$ cat src/sv/lfb_pkg.sv
// Package with the shared types, codes and helper functions of the LIN frame builder.
package lfb_pkg;

  // Input function codes.
  localparam logic [1:0] FUNC_START  = 2'd0;
  localparam logic [1:0] FUNC_DATA   = 2'd1;
  localparam logic [1:0] FUNC_HEADER = 2'd2;

  // Command codes between the front and the back end.
  localparam logic CMD_HDR  = 1'b0;
  localparam logic CMD_DATA = 1'b1;

  // Result kinds.
  localparam logic KIND_BREAK = 1'b0;
  localparam logic KIND_BYTE  = 1'b1;

  // Fixed protocol values.
  localparam logic [7:0] SYNC_BYTE = 8'h55;
  localparam logic [4:0] MIN_BREAK = 5'd13;

  // One queued command: everything the back end needs to emit its results.
  typedef struct packed {
    logic       op;          // CMD_HDR or CMD_DATA
    logic [7:0] byte_val;    // protected identifier or data byte
    logic [7:0] cksum;       // inverted checksum to send after the byte
    logic       with_cksum;  // a checksum follows
    logic       hdr_end;     // the protected identifier closes a header-only request
    logic [4:0] blen;        // break length in bit times
  } cmd_t;

  // Protected identifier: P0 in bit 6, inverted P1 in bit 7.
  function automatic logic [7:0] prot_id(input logic [5:0] id);
    logic p0;
    logic p1;
    p0 = id[0] ^ id[1] ^ id[2] ^ id[4];
    p1 = ~(id[1] ^ id[3] ^ id[4] ^ id[5]);
    return {p1, p0, id};
  endfunction

  // Eight-bit addition with end-around carry.
  function automatic logic [7:0] add_carry(input logic [7:0] a, input logic [7:0] b);
    logic [8:0] s;
    s = {1'b0, a} + {1'b0, b};
    return s[8] ? (s[7:0] + 8'd1) : s[7:0];
  endfunction

endpackage

$ cat src/sv/lfb_front.sv
// Front end: accepts and classifies input items, keeps the checksum state and queues commands.
module lfb_front
  import lfb_pkg::*;
(
  input  logic       clk,
  input  logic       rst,
  // Input items.
  input  logic       in_valid,
  output logic       in_ready,
  input  logic [1:0] func,
  input  logic [5:0] frame_id,
  input  logic [7:0] data_byte,
  input  logic       is_last,
  // Configuration register write.
  input  logic       cfg_valid,
  output logic       cfg_ready,
  input  logic [4:0] cfg_data,
  // Command queue write side.
  output logic       push,
  output cmd_t       cmd,
  input  logic       full
);

  logic [4:0] break_bits;
  logic [7:0] running_sum;
  logic       frame_open;
  logic [7:0] running_sum_next;
  logic       frame_open_next;
  logic [7:0] pid;
  logic [7:0] sum_data;
  logic       accept;
  logic       emit;

  assign cfg_ready = 1'b1;
  assign in_ready  = !full;
  assign accept    = in_valid && in_ready;

  assign pid      = prot_id(frame_id);
  assign sum_data = add_carry(running_sum, data_byte);

  // Classify the item and build the command it causes.
  always_comb begin
    emit             = 1'b0;
    running_sum_next = running_sum;
    frame_open_next  = frame_open;
    cmd.op           = CMD_HDR;
    cmd.byte_val     = pid;
    cmd.cksum        = ~pid;
    cmd.with_cksum   = 1'b0;
    cmd.hdr_end      = 1'b0;
    cmd.blen         = (break_bits < MIN_BREAK) ? MIN_BREAK : break_bits;
    case (func)
      FUNC_START: begin
        emit           = 1'b1;
        cmd.with_cksum = is_last;
        if (is_last) begin
          running_sum_next = 8'd0;
          frame_open_next  = 1'b0;
        end else begin
          running_sum_next = pid;
          frame_open_next  = 1'b1;
        end
      end
      FUNC_DATA: begin
        emit           = frame_open;
        cmd.op         = CMD_DATA;
        cmd.byte_val   = data_byte;
        cmd.cksum      = ~sum_data;
        cmd.with_cksum = is_last;
        if (frame_open) begin
          if (is_last) begin
            running_sum_next = 8'd0;
            frame_open_next  = 1'b0;
          end else begin
            running_sum_next = sum_data;
          end
        end
      end
      FUNC_HEADER: begin
        emit             = 1'b1;
        cmd.hdr_end      = 1'b1;
        running_sum_next = 8'd0;
        frame_open_next  = 1'b0;
      end
      default: begin
        emit = 1'b0;
      end
    endcase
  end

  assign push = accept && emit;

  // Frame state and the break length register.
  always_ff @(posedge clk) begin
    if (rst) begin
      break_bits  <= MIN_BREAK;
      running_sum <= 8'd0;
      frame_open  <= 1'b0;
    end else begin
      if (cfg_valid && cfg_ready) begin
        break_bits <= cfg_data;
      end
      if (accept) begin
        running_sum <= running_sum_next;
        frame_open  <= frame_open_next;
      end
    end
  end

endmodule

$ cat src/sv/lfb_queue.sv
// Short command queue that decouples the front end from the back end.
module lfb_queue
  import lfb_pkg::*;
#(
  parameter int DEPTH = 4
) (
  input  logic clk,
  input  logic rst,
  input  logic push,
  input  cmd_t push_cmd,
  output logic full,
  input  logic pop,
  output cmd_t head,
  output logic empty
);

  localparam int PTR_W = $clog2(DEPTH);
  localparam int CNT_W = $clog2(DEPTH + 1);

  cmd_t             mem [DEPTH];
  logic [PTR_W-1:0] wr_ptr;
  logic [PTR_W-1:0] rd_ptr;
  logic [CNT_W-1:0] count;
  logic             do_push;
  logic             do_pop;

  assign full    = (count == CNT_W'(DEPTH));
  assign empty   = (count == '0);
  assign do_push = push && !full;
  assign do_pop  = pop && !empty;
  assign head    = mem[rd_ptr];

  // Storage write.
  always_ff @(posedge clk) begin
    if (do_push) begin
      mem[wr_ptr] <= push_cmd;
    end
  end

  // Pointers and fill count.
  always_ff @(posedge clk) begin
    if (rst) begin
      wr_ptr <= '0;
      rd_ptr <= '0;
      count  <= '0;
    end else begin
      if (do_push) begin
        wr_ptr <= (wr_ptr == PTR_W'(DEPTH - 1)) ? '0 : wr_ptr + 1'b1;
      end
      if (do_pop) begin
        rd_ptr <= (rd_ptr == PTR_W'(DEPTH - 1)) ? '0 : rd_ptr + 1'b1;
      end
      if (do_push && !do_pop) begin
        count <= count + 1'b1;
      end else if (do_pop && !do_push) begin
        count <= count - 1'b1;
      end
    end
  end

endmodule

$ cat src/sv/lfb_back.sv
// Back end: turns each queued command into registered result items, one per cycle unless stalled.
module lfb_back
  import lfb_pkg::*;
(
  input  logic       clk,
  input  logic       rst,
  // Command queue read side.
  input  cmd_t       head,
  input  logic       empty,
  output logic       pop,
  // Result items.
  output logic       out_valid,
  input  logic       out_ready,
  output logic       kind,
  output logic [7:0] out_byte,
  output logic [4:0] break_len,
  output logic       frame_end
);

  logic [1:0] step;
  logic       advance;
  logic       last_step;
  logic       r_kind;
  logic [7:0] r_byte;
  logic [4:0] r_blen;
  logic       r_end;

  assign advance = !empty && (!out_valid || out_ready);
  assign pop     = advance && last_step;

  // Select the result for the current step of the head command.
  always_comb begin
    r_kind    = KIND_BYTE;
    r_byte    = head.cksum;
    r_blen    = 5'd0;
    r_end     = 1'b1;
    last_step = 1'b1;
    if (head.op == CMD_HDR) begin
      case (step)
        2'd0: begin
          r_kind    = KIND_BREAK;
          r_byte    = 8'd0;
          r_blen    = head.blen;
          r_end     = 1'b0;
          last_step = 1'b0;
        end
        2'd1: begin
          r_byte    = SYNC_BYTE;
          r_end     = 1'b0;
          last_step = 1'b0;
        end
        2'd2: begin
          r_byte    = head.byte_val;
          r_end     = head.hdr_end;
          last_step = !head.with_cksum;
        end
        default: begin
          last_step = 1'b1;
        end
      endcase
    end else begin
      if (step == 2'd0) begin
        r_byte    = head.byte_val;
        r_end     = 1'b0;
        last_step = !head.with_cksum;
      end
    end
  end

  // Step counter and output valid.
  always_ff @(posedge clk) begin
    if (rst) begin
      step      <= 2'd0;
      out_valid <= 1'b0;
    end else begin
      if (advance) begin
        step      <= last_step ? 2'd0 : step + 2'd1;
        out_valid <= 1'b1;
      end else if (out_ready) begin
        out_valid <= 1'b0;
      end
    end
  end

  // Output payload register.
  always_ff @(posedge clk) begin
    if (advance) begin
      kind      <= r_kind;
      out_byte  <= r_byte;
      break_len <= r_blen;
      frame_end <= r_end;
    end
  end

endmodule

$ cat src/sv/lin_frame_builder_unit.sv
// Top level of the LIN frame builder: front end, command queue and back end.
//
//  Channel | Direction | Handshake          | Payload
//  s_*     | in        | s_tvalid/s_tready  | tdata: frame_id, data_byte; tuser: func; tlast: is_last
//  m_*     | out       | m_tvalid/m_tready  | tdata: out_byte, break_len; tuser: kind; tlast: frame_end
//  cfg_*   | in        | cfg_valid/cfg_ready| cfg_data: break_bits
//
// The front end takes one item per cycle while the command queue has room.
// The back end emits one result per cycle unless the output stalls: a start item gives
// three or four results, a data item one or two, so the output sequencer sets the rate.
// Reset clears the queue, the frame state and the break length (to 13).
// A stalled output holds its register; the queue absorbs up to DEPTH commands.
module lin_frame_builder_unit
  import lfb_pkg::*;
#(
  parameter int DEPTH = 4
) (
  input  logic        clk,
  input  logic        rst,
  input  logic        s_tvalid,
  output logic        s_tready,
  input  logic [15:0] s_tdata,   // [5:0] frame_id, [13:6] data_byte, [15:14] zero
  input  logic [1:0]  s_tuser,   // [1:0] func
  input  logic        s_tlast,
  output logic        m_tvalid,
  input  logic        m_tready,
  output logic [15:0] m_tdata,   // [7:0] out_byte, [12:8] break_len, [15:13] zero
  output logic [0:0]  m_tuser,   // [0] kind
  output logic        m_tlast,
  input  logic        cfg_valid,
  output logic        cfg_ready,
  input  logic [4:0]  cfg_data
);

  cmd_t       push_cmd;
  cmd_t       head;
  logic       push;
  logic       full;
  logic       pop;
  logic       empty;
  logic       kind;
  logic [7:0] out_byte;
  logic [4:0] break_len;

  // Classification and frame state.
  lfb_front u_front (
    .clk       (clk),
    .rst       (rst),
    .in_valid  (s_tvalid),
    .in_ready  (s_tready),
    .func      (s_tuser),
    .frame_id  (s_tdata[5:0]),
    .data_byte (s_tdata[13:6]),
    .is_last   (s_tlast),
    .cfg_valid (cfg_valid),
    .cfg_ready (cfg_ready),
    .cfg_data  (cfg_data),
    .push      (push),
    .cmd       (push_cmd),
    .full      (full)
  );

  // Command queue.
  lfb_queue #(
    .DEPTH (DEPTH)
  ) u_queue (
    .clk      (clk),
    .rst      (rst),
    .push     (push),
    .push_cmd (push_cmd),
    .full     (full),
    .pop      (pop),
    .head     (head),
    .empty    (empty)
  );

  // Result sequencer.
  lfb_back u_back (
    .clk       (clk),
    .rst       (rst),
    .head      (head),
    .empty     (empty),
    .pop       (pop),
    .out_valid (m_tvalid),
    .out_ready (m_tready),
    .kind      (kind),
    .out_byte  (out_byte),
    .break_len (break_len),
    .frame_end (m_tlast)
  );

  // Output packing.
  assign m_tdata = {3'b000, break_len, out_byte};
  assign m_tuser = kind;

endmodule

$ cat config.mk
export PLATFORM = sky130hd
export DESIGN_NAME = lin_frame_builder_unit
export DESIGN_NICKNAME = d
export VERILOG_FILES = /design/src/sv/lfb_pkg.sv /design/src/sv/lfb_front.sv /design/src/sv/lfb_queue.sv /design/src/sv/lfb_back.sv /design/src/sv/lin_frame_builder_unit.sv
export SDC_FILE = /design/constraint.sdc
export NUM_CORES = 1
export LEC_CHECK = 0
export BUFFER_PORTS_ARGS = -buffer_cell sky130_fd_sc_hd__buf_2
export CORE_MARGIN = 1.5
export CORE_UTILIZATION = 54
export CTS_CLUSTER_DIAMETER = 40
export CTS_CLUSTER_SIZE = 16
export DETAILED_ROUTE_END_ITERATION = 12
export GPL_TIMING_DRIVEN = 0
export PLACE_DENSITY = 0.76
export SLEW_MARGIN = 20
export SYNTH_ARGS = -nofsm -noshare
export SYNTH_HDL_FRONTEND = slang
export SYNTH_HIERARCHICAL = 1
export SYNTH_SLANG_ARGS = --single-unit
$ cat constraint.sdc
create_clock -name clk -period 3.4 [get_ports clk]
set_input_delay 0.34 -clock clk [delete_from_list [all_inputs] [get_ports clk]]
set_output_delay 0.34 -clock clk [all_outputs]
set_load 0.005 [all_outputs]
==> impl_table.tex <==
\begin{tabular}{lr}
\hline
Metric & Value \\
\hline
\multicolumn{2}{l}{\textbf{Routing}} \\
Post-Route WL & 12500 um \\
Detailed-route via count & 3913 \\
Mean number of vias per cell & 5.87 \\
Number of nets with antenna violations after detailed routing & 0 \\
Number of detailed-routing iterations run before antenna repair & 5 \\
DRC violation count after routing & 0 \\
Drt first-iter violations & 265 \\
Post-DR wirelength/cell & 18.7 um \\
\multicolumn{2}{l}{\textbf{STA}} \\
Transition at the pin with the smallest max-transition slack & 789 ps \\
Headroom to the max-slew limit & 47.3\% \\
Final critical-path setup slack & 144 ps \\
Highest Clock Rate & 0.307 GHz \\
Final count of pins violating max slew & 0 \\
Number of failing setup endpoints in the final timing report & 0 \\
Setup repair after global routing missed its margin & no \\
Post-route clock period utilization & 95.8\% \\
Fin Clk Skew & 7.64 ps \\
Final hold violations & 0 \\
Period minus WS final & 3260 ps \\
\multicolumn{2}{l}{\textbf{Layout}} \\
Area occupied by registers & 3850 um2 \\
Area growth syn-to-layout & 16.9\% \\
Antenna cells & 0 \\
Non-Filler Instances & 667 \\
Layout cells sized above 1 & 29.8\% \\
Multi-input logic area & 2520 um2 \\
Nets & 565 \\
Filler instances & 809 \\
\multicolumn{2}{l}{\textbf{Synthesis}} \\
Share of flip-flops with an asynchronous set or reset & 0\% \\
Synthesis warning total & 6 \\
Synthesized instance count & 448 \\
Top cells by area, synth & sky130\_fd\_sc\_hd\_\_edfxtp\_1 (51\%), sky130\_fd\_sc\_hd\_\_mux4\_2 (8.3\%), sky130\_fd\_sc\_hd\_\_dfxtp\_1 (8.0\%) \\
Post-synth EDFFs & 111 \\
Cell variety after synth & 69 \\
Dominant register cell in the synthesized netlist & sky130\_fd\_sc\_hd\_\_edfxtp\_1 \\
Netlist area before placement & 6530 um2 \\
Cell taking the most area after synthesis & sky130\_fd\_sc\_hd\_\_edfxtp\_1 \\
Register bit count reported by yosys & 137 \\
Avg Inst Size Synth & 14.6 um2 \\
Sequential fraction of the synthesis area & 59.1\% \\
Portion of synthesized cell area occupied by the leading cell type & 51.1\% \\
\multicolumn{2}{l}{\textbf{Clocking}} \\
CTS tree & built \\
Number of H-tree levels & 4 \\
Clock transition at the registers of the reported paths & 60 ps \\
Master cell of the clock root buffer & sky130\_fd\_sc\_hd\_\_clkbuf\_16 \\
Clock network latency to the later pin of the worst-skew pair & 410 ps \\
CTS Hold Buffers Added & 0 \\
Total clock buffers created by CTS & 17 \\
Clock sink total & 137 \\
Max Buffers Root-to-Sink & 2 \\
\multicolumn{2}{l}{\textbf{Power and ir drop}} \\
Leakage power & 2.83 nW \\
Max rail drop VDD & 0.000504 V \\
Total chip power & 5.31 mW \\
Total power per unit cell area & 696 nW/um2 \\
\multicolumn{2}{l}{\textbf{Setup path}} \\
WP data arrival & 3600 ps \\
Critical path launch point type & flop \\
Slowest stage delay, CP & 530 ps \\
CP Data Required Time & 3740 ps \\
List of cells traversed by the critical path & buf\_6 > mux4\_2 > buf\_6 > o21ba\_2 > o22ai\_2 > and2\_4 > o31ai\_2 > ha\_2 > inv\_1 > fa\_2 > xor2\_1 > or3\_2 > a21oi\_2 \\
Cell type of the slowest stage on the worst timing path & sky130\_fd\_sc\_hd\_\_mux4\_2 \\
Top fanout value on the critical path & 9 \\
Top cell by count, worst path & sky130\_fd\_sc\_hd\_\_buf\_6 \\
Worst Reg2Reg Path Length in Cells & 13 \\
Setup CP Type & flop to flop \\
Endpoint of the worst register-to-register path & u\_queue/count[2] \\
Worst reg-to-reg setup slack & 140 ps \\
Element type at the critical path end & flop \\
\multicolumn{2}{l}{\textbf{GRT}} \\
Antenna violations before repair & 0 \\
Pin count of the biggest net entering global routing & 25 \\
Global routing met3 resource utilization & 5.57\% \\
Global-route usage over all layers & 20.8\% \\
Total congestion overflow & 0 \\
First-pass GRT wire length & 19800 um \\
Via count of the first global-routing pass & 3926 \\
Highest-utilization routing layer at the global route stage & met2 \\
Global-route track usage on met1 & 27.2\% \\
Met2 global-route usage & 33.6\% \\
\multicolumn{2}{l}{\textbf{Floorplan}} \\
Core area & 11600 um2 \\
Starting density of the core & 56.2\% \\
Full die area & 12800 um2 \\
Floorplan row count & 39 \\
Die height & 113 um \\
Num ports & 50 \\
Chip width & 113 um \\
\multicolumn{2}{l}{\textbf{Place}} \\
Number of placed instances with taps included & 635 \\
Setup WS pre-CTS & -103 ps \\
Post-DP HPWL & 8800 um \\
Placer Congestion & 0.825 \\
Number of buffers inserted by port buffering & 42 \\
\multicolumn{2}{l}{\textbf{Hold path}} \\
Hold path cells & 3 \\
Startpoint of the tightest hold check path & cfg\_data[0] \\
Type of the most critical hold path & input pin to flop \\
Hold EP & u\_front/break\_bits[0] \\
\multicolumn{2}{l}{\textbf{Status}} \\
Run status & completed \\
\multicolumn{2}{l}{\textbf{Run}} \\
Max-capacitance violation count & 0 \\
\hline
\end{tabular}
## Yosys cell counts, types with 3 or more instances
cell type,n
sky130_fd_sc_hd__a221o_1,3
sky130_fd_sc_hd__a221oi_1,5
sky130_fd_sc_hd__o21ai_0,14
sky130_fd_sc_hd__a21o_1,9
sky130_fd_sc_hd__a21oi_1,22
sky130_fd_sc_hd__nand3_1,6
sky130_fd_sc_hd__clkbuf_1,5
sky130_fd_sc_hd__inv_1,11
sky130_fd_sc_hd__mux2i_1,15
sky130_fd_sc_hd__xor2_1,8
sky130_fd_sc_hd__xnor2_1,6
sky130_fd_sc_hd__buf_2,5
sky130_fd_sc_hd__a211oi_1,3
sky130_fd_sc_hd__nor2b_1,7
sky130_fd_sc_hd__nand2_1,15
sky130_fd_sc_hd__and3_2,4
sky130_fd_sc_hd__ha_1,23
sky130_fd_sc_hd__and2_1,8
sky130_fd_sc_hd__mux4_2,24
sky130_fd_sc_hd__buf_1,3
sky130_fd_sc_hd__and3_1,5
sky130_fd_sc_hd__edfxtp_1,111
sky130_fd_sc_hd__dfxtp_1,26
sky130_fd_sc_hd__o21ai_1,3
sky130_fd_sc_hd__buf_4,6
sky130_fd_sc_hd__nor3_1,3
sky130_fd_sc_hd__o21a_1,4
sky130_fd_sc_hd__mux2_2,12
sky130_fd_sc_hd__nor2_1,26
sky130_fd_sc_hd__nand2b_1,4
sky130_fd_sc_hd__buf_6,3
## what timing repair did
action | CTS | global route
gates resized for setup | 3 | 6
pin swaps | 1 | 1
buffers inserted | 0 | 1
setup endpoints to repair | 1 | 1
## power breakdown
group	leakage (nW)	internal [mW]	switching [mW]
logic	1.29	0.504	0.603
registers	1.21	2.07	0.0757
clock network	0.327	1.39	0.665
## final cells by class
cell class | count | area share (%)
plain buffers | 21 | 1.79
clock buffers | 19 | 5.81
clock inverters | 13 | 2.95
inverters | 13 | 0.705
multi-input cells | 278 | 33.0
flip-flops and latches | 137 | 50.5
well taps | 143 | 2.35
repair buffers | 43 | 2.85
## worst max path at each step
stage | to | cells past startpoint
final | u_queue/count[2] | 13
after global routing | u_queue/count[2] | 13
after CTS | u_queue/count[2] | 13
after detailed placement | u_queue/count[2] | 14
after global placement | u_queue/count[2] | 14
after floorplan | u_queue/count[2] | 13
## routing by layer
metal	part of all wire, %	up-vias	routed length [um]
met1	45	1915	5570
met5	0	-	0
met4	1.5	0	187
li1	-	1852	-
met3	5.7	13	707
met2	48	133	6010
## critical path, delay by kind of cell (launching register included)
kind,cells,cell delay [ps]
mux,1,530
buf+inv,3,340
simple gates,2,620
flops,1,320
xor+xnor,1,160
fa+ha+maj,2,600
compound gates,4,600
## cell families after synthesis
family                   count (synthesis)  share of synthesized area, %
AO/OA/AOI/OAI                           82                          9.17
XOR/XNOR                                16                          2.38
adder cells (fa/ha/maj)                 25                          5.02
buffers and inverters                   35                          2.88
flip-flops                             137                          59.1
multiplexers                            53                          13.1
other                                    2                         0.115
AND/OR/NAND/NOR                         98                          8.32
## flip-flops by register name, summed over array words and instances, names as in the netlist, named ones only
name                 cells
u_queue/mem             96
u_back/out_byte          8
u_front/running_sum      8
u_back/break_len         5
u_front/break_bits       5
u_queue/count            3
u_back/step              2
u_queue/rd_ptr           2
u_queue/wr_ptr           2
u_back/frame_end         1
u_back/kind              1
u_back/out_valid         1
u_front/frame_open       1
## per-stage QoR
step                util [%]  hold WS, ps  setup TNS [ps]  cell area [um2]
finish                  65.7          142               0             7630
global placement        59.6          452               0             6920
detailed placement      59.6          451            -103             6920
floorplan                  -          412               0             6530
CTS                     65.4          127               0             7600
global route            65.7          152               0             7630
## cell usage in the layout (no fill, tap or decap), types with 5 or more instances in the layout
master                        n
sky130_fd_sc_hd__bufinv_16    6
sky130_fd_sc_hd__and3_1       5
sky130_fd_sc_hd__clkbuf_16   17
sky130_fd_sc_hd__nor2b_1      6
sky130_fd_sc_hd__a21o_1       9
sky130_fd_sc_hd__a21oi_1     21
sky130_fd_sc_hd__nand3_1      6
sky130_fd_sc_hd__and2_1       7
sky130_fd_sc_hd__o21ai_0     14
sky130_fd_sc_hd__xnor2_1      6
sky130_fd_sc_hd__inv_1       11
sky130_fd_sc_hd__mux2_2      12
sky130_fd_sc_hd__buf_2       46
sky130_fd_sc_hd__a221oi_1     5
sky130_fd_sc_hd__mux2i_1     15
sky130_fd_sc_hd__nor2_1      25
sky130_fd_sc_hd__edfxtp_1   111
sky130_fd_sc_hd__buf_4        7
sky130_fd_sc_hd__clkbuf_1     6
sky130_fd_sc_hd__ha_1        22
sky130_fd_sc_hd__nand2_1     15
sky130_fd_sc_hd__dfxtp_1     26
sky130_fd_sc_hd__mux4_2      24
sky130_fd_sc_hd__xor2_1       8
Note: power is estimated with default switching activity, not from simulation.
